==> config.mk <==
export PLATFORM = sky130hd
export DESIGN_NAME = best_route_source_table_unit_flat
export DESIGN_NICKNAME = d
export VERILOG_FILES = /design/src/rtl/brst_pkg.sv /design/src/rtl/brst_req_if.sv /design/src/rtl/brst_rsp_if.sv /design/src/rtl/best_route_source_table_unit.sv /design/src/flat_wrapper.sv
export VERILOG_INCLUDE_DIRS = /design/src /design/src/rtl
export SDC_FILE = /design/constraint.sdc
export NUM_CORES = 1
export LEC_CHECK = 0
export ABC_CLOCK_PERIOD_IN_PS = 5150
export BUFFER_PORTS_ARGS = -buffer_cell sky130_fd_sc_hd__buf_2
export CORE_UTILIZATION = 30
export DETAILED_ROUTE_END_ITERATION = 16
export GPL_ROUTABILITY_DRIVEN = 0
export PLACE_DENSITY_LB_ADDON = 0.1
export SLEW_MARGIN = 5
export SYNTH_ARGS = -nofsm -noshare
export SYNTH_HDL_FRONTEND = slang
export SYNTH_SLANG_ARGS = --single-unit
==> constraint.sdc <==
create_clock -name clk -period 5.15 [get_ports clk]
set_input_delay 0.515 -clock clk [delete_from_list [all_inputs] [get_ports clk]]
set_output_delay 0.515 -clock clk [all_outputs]
set_load 0.005 [all_outputs]
==> src/rtl/best_route_source_table_unit_macros.svh <==
// ----------------------------------------------------------------------------
// Route source table assertion macros
// Shared concurrent assertion forms for the route source table.
// ----------------------------------------------------------------------------
`ifndef BEST_ROUTE_SOURCE_TABLE_UNIT_MACROS_SVH
`define BEST_ROUTE_SOURCE_TABLE_UNIT_MACROS_SVH

// Condition must hold in the same cycle as the trigger
`define BRST_ASSERT_HOLDS(label, clk, rst_n, ante, cons, msg) \
    label: assert property (@(posedge clk) disable iff (!rst_n) (ante) |-> (cons)) \
        else $error(msg);

// Condition must hold in the cycle after the trigger
`define BRST_ASSERT_NEXT(label, clk, rst_n, ante, cons, msg) \
    label: assert property (@(posedge clk) disable iff (!rst_n) (ante) |=> (cons)) \
        else $error(msg);

`endif

==> src/rtl/brst_pkg.sv <==
// ----------------------------------------------------------------------------
// Route source table package
// Operation codes, status codes and transaction payload types.
// ----------------------------------------------------------------------------
package brst_pkg;

    // Request operation codes
    typedef enum logic [1:0] {
        OP_UPDATE  = 2'd0,
        OP_DELETE  = 2'd1,
        OP_LOOKUP  = 2'd2,
        OP_COMPARE = 2'd3
    } op_t;

    // Response status codes
    localparam logic STATUS_OK   = 1'b0;
    localparam logic STATUS_FULL = 1'b1;

    // Request payload
    typedef struct packed {
        op_t         operation;
        logic [15:0] client_id;
        logic [7:0]  admin_distance;
        logic [15:0] next_hop_group;
    } req_t;

    // Response payload
    typedef struct packed {
        logic        status;
        logic        found;
        logic [7:0]  entry_distance;
        logic [15:0] entry_group;
        logic        same;
        logic        best_valid;
        logic [15:0] best_client;
        logic [7:0]  best_distance;
        logic [15:0] best_group;
    } rsp_t;

    // One stored table entry
    typedef struct packed {
        logic [15:0] client;
        logic [7:0]  distance;
        logic [15:0] group;
    } entry_t;

endpackage

==> src/rtl/brst_req_if.sv <==
// ----------------------------------------------------------------------------
// Route source table request channel
// Valid/ready channel carrying one table operation per transaction.
// ----------------------------------------------------------------------------
interface brst_req_if;
    import brst_pkg::*;

    logic valid;
    logic ready;
    req_t data;

    modport source (output valid, output data, input ready);
    modport sink (input valid, input data, output ready);
endinterface

==> src/rtl/brst_rsp_if.sv <==
// ----------------------------------------------------------------------------
// Route source table response channel
// Valid/ready channel carrying one result per transaction.
// ----------------------------------------------------------------------------
interface brst_rsp_if;
    import brst_pkg::*;

    logic valid;
    logic ready;
    rsp_t data;

    modport source (output valid, output data, input ready);
    modport sink (input valid, input data, output ready);
endinterface

==> src/rtl/best_route_source_table_unit.sv <==
// ----------------------------------------------------------------------------
// Best route source table
// Client-keyed table of admin distance / next-hop group entries that tracks
// the preferred route source.
// ----------------------------------------------------------------------------
// Requests are handled one at a time: after acceptance no new request is
// taken until the block is back in its idle state. Every operation sweeps
// all slots through the single read port of the entry memory, one slot per
// cycle, each read registered before its slot is compared, then commits the
// write-back and loads the response register, and returns to idle, where the
// next request is taken. The response register is separate, so a new request
// is taken while a result still waits; the commit waits only when the
// previous result has not been taken. During the sweep the block finds the
// addressed client, the lowest free slot and the lowest-distance entry among
// the other clients (ties to the lowest client id), which serves as the
// replacement when the preferred entry is deleted. Entry storage needs no
// clearing after reset: per-slot valid bits live in flops.
// Every response carries the preferred entry after the operation.
// ----------------------------------------------------------------------------
`include "best_route_source_table_unit_macros.svh"

module best_route_source_table_unit #(
    parameter int TABLE_SLOTS = 16
) (
    input  logic        clk,
    input  logic        rst_n,
    brst_req_if.sink    req,
    brst_rsp_if.source  rsp
);
    import brst_pkg::*;

    localparam int IDX_W = (TABLE_SLOTS > 1) ? $clog2(TABLE_SLOTS) : 1;
    localparam int CNT_W = $clog2(TABLE_SLOTS + 1);

    typedef enum logic [1:0] {
        ST_IDLE,
        ST_SCAN,
        ST_DONE
    } state_t;

    // Control state
    state_t                 state_reg, state_next;
    logic [CNT_W-1:0]       rd_cnt_reg, rd_cnt_next;
    logic                   cmp_vld_reg, cmp_vld_next;
    logic [TABLE_SLOTS-1:0] slot_valid_reg, slot_valid_next;
    logic                   hit_reg, hit_next;
    logic                   free_reg, free_next;
    logic                   alt_reg, alt_next;
    logic                   best_present_reg, best_present_next;
    logic [15:0]            best_client_reg, best_client_next;
    logic                   rsp_valid_reg, rsp_valid_next;
    rsp_t                   rsp_data_reg, rsp_data_next;

    // Payload registers
    req_t                   cmd_reg, cmd_next;
    logic [IDX_W-1:0]       cmp_idx_reg, cmp_idx_next;
    logic [IDX_W-1:0]       hit_idx_reg, hit_idx_next;
    entry_t                 hit_ent_reg, hit_ent_next;
    logic [IDX_W-1:0]       free_idx_reg, free_idx_next;
    entry_t                 alt_ent_reg, alt_ent_next;
    logic [7:0]             best_dist_reg, best_dist_next;
    logic [15:0]            best_group_reg, best_group_next;

    // Entry memory
    entry_t                 mem [TABLE_SLOTS];
    entry_t                 rd_data_reg;
    logic                   rd_issue;
    logic [IDX_W-1:0]       rd_addr;
    logic                   wr_en;
    logic [IDX_W-1:0]       wr_idx;
    entry_t                 wr_data;

    // Sweep compare terms
    logic                   cur_valid;
    logic                   key_match;
    logic                   better;
    logic                   out_free;
    logic                   is_pref;
    logic                   status_bit;
    logic                   same_bit;

    // Handshake outputs
    assign req.ready = (state_reg == ST_IDLE);
    assign rsp.valid = rsp_valid_reg;
    assign rsp.data  = rsp_data_reg;

    // Read side of the sweep
    assign rd_issue = (state_reg == ST_SCAN) && (rd_cnt_reg < CNT_W'(TABLE_SLOTS));
    assign rd_addr  = rd_cnt_reg[IDX_W-1:0];

    // Per-slot evaluation in the cycle after the read
    assign cur_valid = slot_valid_reg[cmp_idx_reg];
    assign key_match = (rd_data_reg.client == cmd_reg.client_id);
    assign better    = !alt_reg
                    || (rd_data_reg.distance < alt_ent_reg.distance)
                    || ((rd_data_reg.distance == alt_ent_reg.distance)
                        && (rd_data_reg.client < alt_ent_reg.client));

    assign out_free = !rsp_valid_reg || rsp.ready;
    assign is_pref  = best_present_reg && (cmd_reg.client_id == best_client_reg);

    always_comb
    begin
        state_next        = state_reg;
        rd_cnt_next       = rd_cnt_reg;
        cmp_vld_next      = rd_issue;
        cmp_idx_next      = rd_addr;
        slot_valid_next   = slot_valid_reg;
        hit_next          = hit_reg;
        free_next         = free_reg;
        alt_next          = alt_reg;
        best_present_next = best_present_reg;
        best_client_next  = best_client_reg;
        best_dist_next    = best_dist_reg;
        best_group_next   = best_group_reg;
        rsp_valid_next    = rsp_valid_reg;
        rsp_data_next     = rsp_data_reg;
        cmd_next          = cmd_reg;
        hit_idx_next      = hit_idx_reg;
        hit_ent_next      = hit_ent_reg;
        free_idx_next     = free_idx_reg;
        alt_ent_next      = alt_ent_reg;
        wr_en             = 1'b0;
        wr_idx            = hit_idx_reg;
        wr_data           = '{client:   cmd_reg.client_id,
                              distance: cmd_reg.admin_distance,
                              group:    cmd_reg.next_hop_group};
        status_bit        = STATUS_OK;
        same_bit          = 1'b0;

        // Response drains independently of the table work
        if (rsp_valid_reg && rsp.ready)
        begin
            rsp_valid_next = 1'b0;
        end

        case (state_reg)
            ST_IDLE:
            begin
                if (req.valid)
                begin
                    cmd_next    = req.data;
                    rd_cnt_next = '0;
                    hit_next    = 1'b0;
                    free_next   = 1'b0;
                    alt_next    = 1'b0;
                    state_next  = ST_SCAN;
                end
            end

            ST_SCAN:
            begin
                if (rd_issue)
                begin
                    rd_cnt_next = rd_cnt_reg + CNT_W'(1);
                end
                if (cmp_vld_reg)
                begin
                    // Addressed client
                    if (cur_valid && key_match)
                    begin
                        hit_next     = 1'b1;
                        hit_idx_next = cmp_idx_reg;
                        hit_ent_next = rd_data_reg;
                    end
                    // Lowest free slot
                    if (!cur_valid && !free_reg)
                    begin
                        free_next     = 1'b1;
                        free_idx_next = cmp_idx_reg;
                    end
                    // Best entry among the other clients
                    if (cur_valid && !key_match && better)
                    begin
                        alt_next     = 1'b1;
                        alt_ent_next = rd_data_reg;
                    end
                    if (cmp_idx_reg == IDX_W'(TABLE_SLOTS - 1))
                    begin
                        state_next = ST_DONE;
                    end
                end
            end

            ST_DONE:
            begin
                if (out_free)
                begin
                    case (cmd_reg.operation)
                        OP_UPDATE:
                        begin
                            if (hit_reg || free_reg)
                            begin
                                wr_en  = 1'b1;
                                wr_idx = hit_reg ? hit_idx_reg : free_idx_reg;
                                slot_valid_next[wr_idx] = 1'b1;
                                // Sole entry, overwrite of preferred, or strictly lower
                                if (!alt_reg || is_pref
                                    || (cmd_reg.admin_distance < best_dist_reg))
                                begin
                                    best_present_next = 1'b1;
                                    best_client_next  = cmd_reg.client_id;
                                    best_dist_next    = cmd_reg.admin_distance;
                                    best_group_next   = cmd_reg.next_hop_group;
                                end
                            end
                            else
                            begin
                                status_bit = STATUS_FULL;
                            end
                        end

                        OP_DELETE:
                        begin
                            if (hit_reg)
                            begin
                                slot_valid_next[hit_idx_reg] = 1'b0;
                                if (is_pref)
                                begin
                                    best_present_next = alt_reg;
                                    best_client_next  = alt_reg ? alt_ent_reg.client : 16'd0;
                                    best_dist_next    = alt_ent_reg.distance;
                                    best_group_next   = alt_ent_reg.group;
                                end
                            end
                        end

                        OP_COMPARE:
                        begin
                            same_bit = hit_reg
                                    && (hit_ent_reg.distance == cmd_reg.admin_distance)
                                    && (hit_ent_reg.group == cmd_reg.next_hop_group);
                        end

                        default:
                        begin
                        end
                    endcase

                    // Result transaction
                    rsp_valid_next               = 1'b1;
                    rsp_data_next.status         = status_bit;
                    rsp_data_next.found          = hit_reg;
                    rsp_data_next.entry_distance = hit_reg ? hit_ent_reg.distance : 8'd0;
                    rsp_data_next.entry_group    = hit_reg ? hit_ent_reg.group : 16'd0;
                    rsp_data_next.same           = same_bit;
                    rsp_data_next.best_valid     = best_present_next;
                    rsp_data_next.best_client    = best_present_next ? best_client_next : 16'd0;
                    rsp_data_next.best_distance  = best_present_next ? best_dist_next : 8'd0;
                    rsp_data_next.best_group     = best_present_next ? best_group_next : 16'd0;
                    state_next                   = ST_IDLE;
                end
            end

            default:
            begin
                state_next = ST_IDLE;
            end
        endcase
    end

    // State machine, control state and response register
    always_ff @(posedge clk or negedge rst_n)
    begin
        if (!rst_n)
        begin
            state_reg        <= ST_IDLE;
            rd_cnt_reg       <= '0;
            cmp_vld_reg      <= 1'b0;
            slot_valid_reg   <= '0;
            hit_reg          <= 1'b0;
            free_reg         <= 1'b0;
            alt_reg          <= 1'b0;
            best_present_reg <= 1'b0;
            best_client_reg  <= 16'd0;
            rsp_valid_reg    <= 1'b0;
            rsp_data_reg     <= '0;
        end
        else
        begin
            state_reg        <= state_next;
            rd_cnt_reg       <= rd_cnt_next;
            cmp_vld_reg      <= cmp_vld_next;
            slot_valid_reg   <= slot_valid_next;
            hit_reg          <= hit_next;
            free_reg         <= free_next;
            alt_reg          <= alt_next;
            best_present_reg <= best_present_next;
            best_client_reg  <= best_client_next;
            rsp_valid_reg    <= rsp_valid_next;
            rsp_data_reg     <= rsp_data_next;
        end
    end

    // Payload registers
    always_ff @(posedge clk)
    begin
        cmd_reg        <= cmd_next;
        cmp_idx_reg    <= cmp_idx_next;
        hit_idx_reg    <= hit_idx_next;
        hit_ent_reg    <= hit_ent_next;
        free_idx_reg   <= free_idx_next;
        alt_ent_reg    <= alt_ent_next;
        best_dist_reg  <= best_dist_next;
        best_group_reg <= best_group_next;
    end

    // Entry memory: one write port, one registered read port.
    // Reads happen only while sweeping and writes only at commit, so they never overlap.
    always_ff @(posedge clk)
    begin
        if (wr_en)
        begin
            mem[wr_idx] <= wr_data;
        end
        if (rd_issue)
        begin
            rd_data_reg <= mem[rd_addr];
        end
    end

    // Assertions
    `BRST_ASSERT_HOLDS(a_pref_tracks_table, clk, rst_n, 1'b1,
        best_present_reg == (|slot_valid_reg),
        "preferred entry state disagrees with table occupancy")

    `BRST_ASSERT_HOLDS(a_full_only_when_full, clk, rst_n,
        rsp_valid_reg && (rsp_data_reg.status == STATUS_FULL),
        (&slot_valid_reg) && !rsp_data_reg.found,
        "table full reported while a slot was free or the client was present")

    `BRST_ASSERT_NEXT(a_busy_after_accept, clk, rst_n, req.valid && req.ready,
        !req.ready && (state_reg == ST_SCAN),
        "request taken while a table sweep was in progress")

endmodule
==> src/flat_wrapper.sv <==
// flat-port wrapper written by rule: the top's interface ports become plain ports
module best_route_source_table_unit_flat import brst_pkg::*;
#(
    parameter int TABLE_SLOTS = 16
)
  (clk, rst_n, req_valid, req_data, req_ready, rsp_valid, rsp_data, rsp_ready);
  brst_req_if req_i ();
  brst_rsp_if rsp_i ();
  input  logic clk;
  input  logic rst_n;
  input wire logic [$bits(req_i.valid)-1:0] req_valid;
  input wire logic [$bits(req_i.data)-1:0] req_data;
  output wire logic [$bits(req_i.ready)-1:0] req_ready;
  output wire logic [$bits(rsp_i.valid)-1:0] rsp_valid;
  output wire logic [$bits(rsp_i.data)-1:0] rsp_data;
  input wire logic [$bits(rsp_i.ready)-1:0] rsp_ready;
  assign req_i.valid = req_valid;
  assign req_i.data = req_data;
  assign req_ready = req_i.ready;
  assign rsp_valid = rsp_i.valid;
  assign rsp_data = rsp_i.data;
  assign rsp_i.ready = rsp_ready;
  best_route_source_table_unit #(.TABLE_SLOTS(TABLE_SLOTS)) u_core (.clk(clk), .rst_n(rst_n), .req(req_i), .rsp(rsp_i));
endmodule
==> summary.txt <==
Logic synthesis
  – Compound-gate portion of the synthesized area: 4.271%
  – Yosys top cell area share: 67.94%
  – Most frequent cell after synthesis: edfxtp_1
  – Mean post-synth cell area: 19.88 sq um
  – Main synth FF type: edfxtp_1
  – EDFF count, synth: 818
  – Post-Synth Simple-Gate Area: 3.087%
  – Area contributors post-synth: edfxtp_1 68%, mux4_2 13%, dfrtp_1 7.8%
  – Post-synth ARST share: 11.99%
  – Syn Inst Count: 1819
  – Synth Area in Adders: 1.073%
  – Synth top cells by count: 818 x edfxtp_1, 205 x mux4_2, 112 x dfrtp_1
  – Synth area leader: edfxtp_1
  – Cell variety after synth: 50
  – Sequential-to-total area share from yosys stat: 75.92%
  – YS warnings: 0
  – Largest family of logic cells by synthesized area: multiplexers
  – Mux cell area share after synthesis: 12.93%
  – Post-synth net total: 1896
  – Post-Syn Area: 0.03615 sq mm
  – Xor and xnor area share after synthesis: 1.405%
  – Number of synthesized register bits: 934

Floorplanning
  – Die height: 349.1 microns
  – Core Box Area: 0.1187 sq mm
  – Die ar.: 0.1219 sq mm
  – Initial Utilization: 30.45%
  – Die Width: 349.1 microns
  – I/O pin count: 116
  – Site row count: 126

Power
  – Peak supply drop: 0.0002659 V
  – Pwr dens: 492.1 mW/mm^2
  – Power, Total: 0.02116 W
  – P_leak: 14.61 nW

Layout
  – Final Util: 36.22%
  – Layout Cells excl Fill: 3742
  – Fillers: 10950
  – Nets: 2131
  – Max reg flops: 640
  – Layout area overhead: 18.92%
  – Layout cell share with drive strength beyond 1: 26.47%
  – Inserted Diodes: 0

GRT
  – GRT Residual Overflow: 0
  – GRT Total Usage: 17.28%
  – Largest net degree at the start of global routing: 81
  – Initial antenna violation count: 8
  – Global-route wire length before repair: 148400 microns
  – Vias in the first global route: 19430

STA
  – Crit path time final: 4.324 ns
  – Final Slew Violations: 0
  – Least-Margin Pin Slew: 1.207 ns
  – Max_slew headroom: 19.02%
  – Worst setup margin: 0.8256 ns
  – Final Hold Viols: 0
  – Total negative slack: 0 ns
  – Layout Skew: 0.04322 ns
  – Highest clock rate: 0.2312 GHz
  – Final period utilization: 83.97%
  – # setup viols final: 0
  – RSZ-0062 raised after global routing: false

Detailed routing
  – DR vias: 18510
  – Metal3 WL: 5217 microns
  – Met1 Wirelength: 47980 microns
  – Router iterations before antenna repair: 5
  – Routed wl met2: 48890 microns
  – Routed WL: 104400 microns
  – Top layer in use: met4
  – Avg WL per Cell: 27.90 microns
  – Initial DRC Count: 1453
  – Vias per std cell: 4.946
  – DRC errors left: 0
  – Final ANT Viol Nets: 0

Clock network
  – TritonCTS clock tree: yes
  – Clock root cell: clkbuf_16
  – CTS Sinks: 934
  – Clock Latency Late Sink: 0.69 ns
  – CTS Buf Count: 104
  – Clk slew on worst S/H paths: 0.06 ns
  – Resized Gates After CTS: 0
  – H-tree levels: 3
  – CTS Buffer Depth: 3

Placed design
  – Worst slack at placement: 0.8452 ns
  – Placed insts: 3513
  – Post-DP HPWL: 61620 microns
  – Port bufs: 115

Setup path
  – Cell family with most CP delay: simple AND/OR/NAND/NOR gates
  – Critical path type: flip-flop to flip-flop
  – Worst Path Required: 5.72 ns
  – CP Max Fanout: 19
  – Arrival @ worst endpoint: 4.89 ns
  – Slowest cell on the critical path: a221oi_2
  – Setup crit start kind: flip-flop
  – Max incr delay on CP: 0.85 ns
  – CP cell instances: ha_1 -> o21a_1 -> nor2_1 -> or4_1 -> a221oi_2 -> nor2_4 -> nor2_2 -> buf_4 -> a21oi_1 -> o21ai_0
  – Crit path capture type: flip-flop
  – CP Buf/Inv Count: 1

Job
  – Maximum Capacitance Violations: 0

Status
  – Status: finished clean

Worst hold path
  – Hold Crit Class: input port to flip-flop
[cell families after synthesis]
kind of cell,after synthesis
mux,210
simple gates,242
fa+ha+maj,31
xor+xnor,58
compound gates,221
flops,934
buf+inv,123
[power by group]
part / internal [W] / switching (W)
registers: 0.00893 / 0.000767
logic: 0.00205 / 0.00204
clock network: 0.00429 / 0.00308
[per-layer routing]
layer / track usage [%] / vias up
li1: - / 7871
met1: 24.65 / 10020
met2: 27.16 / 492
met3: 2.784 / 126
met4: 4.986 / 0
met5: 0 / -
[worst paths after layout]
path	startpoint	slack (ns)	endpoint	cells after the start
setup / recovery	u_core.cmd_reg[18]$_DFFE_PP_	0.83	u_core.rsp.data[34]$_DFFE_PN0P_	10
hold / removal	req_data[24]	0.05	u_core.cmd_reg[24]$_DFFE_PP_	1
setup reg to reg	u_core.cmd_reg[18]$_DFFE_PP_	0.83	u_core.rsp.data[34]$_DFFE_PN0P_	10
hold reg to reg	u_core.rd_data_reg[11]$_DFFE_PP_	0.45	u_core.hit_ent_reg[11]$_DFFE_PP_	0
max in group asynchronous	rst_n	3.55	u_core.rsp.data[15]$_DFFE_PN0P_	3
min in group asynchronous	rst_n	0.47	u_core.state_reg[1]$_DFFE_PN0P_	2
[area by class of cell]
cell class | instances | area [sq um] | share of cell area [%]
clock inverters | 54 | 535.5 | 1.246
multi-input cells | 762 | 8393 | 19.52
repair buffers | 210 | 1595 | 3.711
inverters | 42 | 158.9 | 0.3696
clock buffers | 140 | 2849 | 6.627
flip-flops and latches | 934 | 27460 | 63.87
well taps | 1600 | 2002 | 4.656
[per-stage QoR]
| stage | hold slack, ns | instance area, sq um |
|---|---|---|
| 2_1_floorplan | 0.2194 | 36150 |
| 3_3_place_gp | 0.4359 | 39260 |
| 3_5_place_dp | 0.4361 | 39260 |
| 4_1_cts | 0.0006585 | 42990 |
| 5_1_grt | 0.02126 | 42990 |
| 6_report | 0.04681 | 42990 |
[cell usage in the layout, fill, tap and decap left out, types with 15 or more instances in the layout]
| cell type | instances |
|---|---|
| a22o_1 | 66 |
| nand4_1 | 15 |
| clkinv_1 | 25 |
| edfxtp_1 | 818 |
| nor2_1 | 22 |
| inv_1 | 39 |
| a21o_1 | 20 |
| xor2_1 | 26 |
| xnor2_1 | 32 |
| nor2_4 | 16 |
| ha_1 | 31 |
| buf_12 | 17 |
| dlygate4sd3_1 | 35 |
| buf_4 | 43 |
| nand3_1 | 32 |
| buf_2 | 114 |
| clkbuf_1 | 26 |
| o21ai_0 | 54 |
| dfrtp_1 | 108 |
| clkbuf_16 | 105 |
| nand2_1 | 102 |
| mux4_2 | 205 |
| a21oi_1 | 28 |
| clkinv_2 | 16 |
[timing repair]
| item | in CTS | in global routing |
|---|---|---|
| hold endpoints to repair | 113 | 0 |
| setup buffers | 0 | 0 |
| hold buffers | 35 | 0 |
| endpoints found under the setup margin | 0 | 0 |
(Power assumes the default switching activity.)
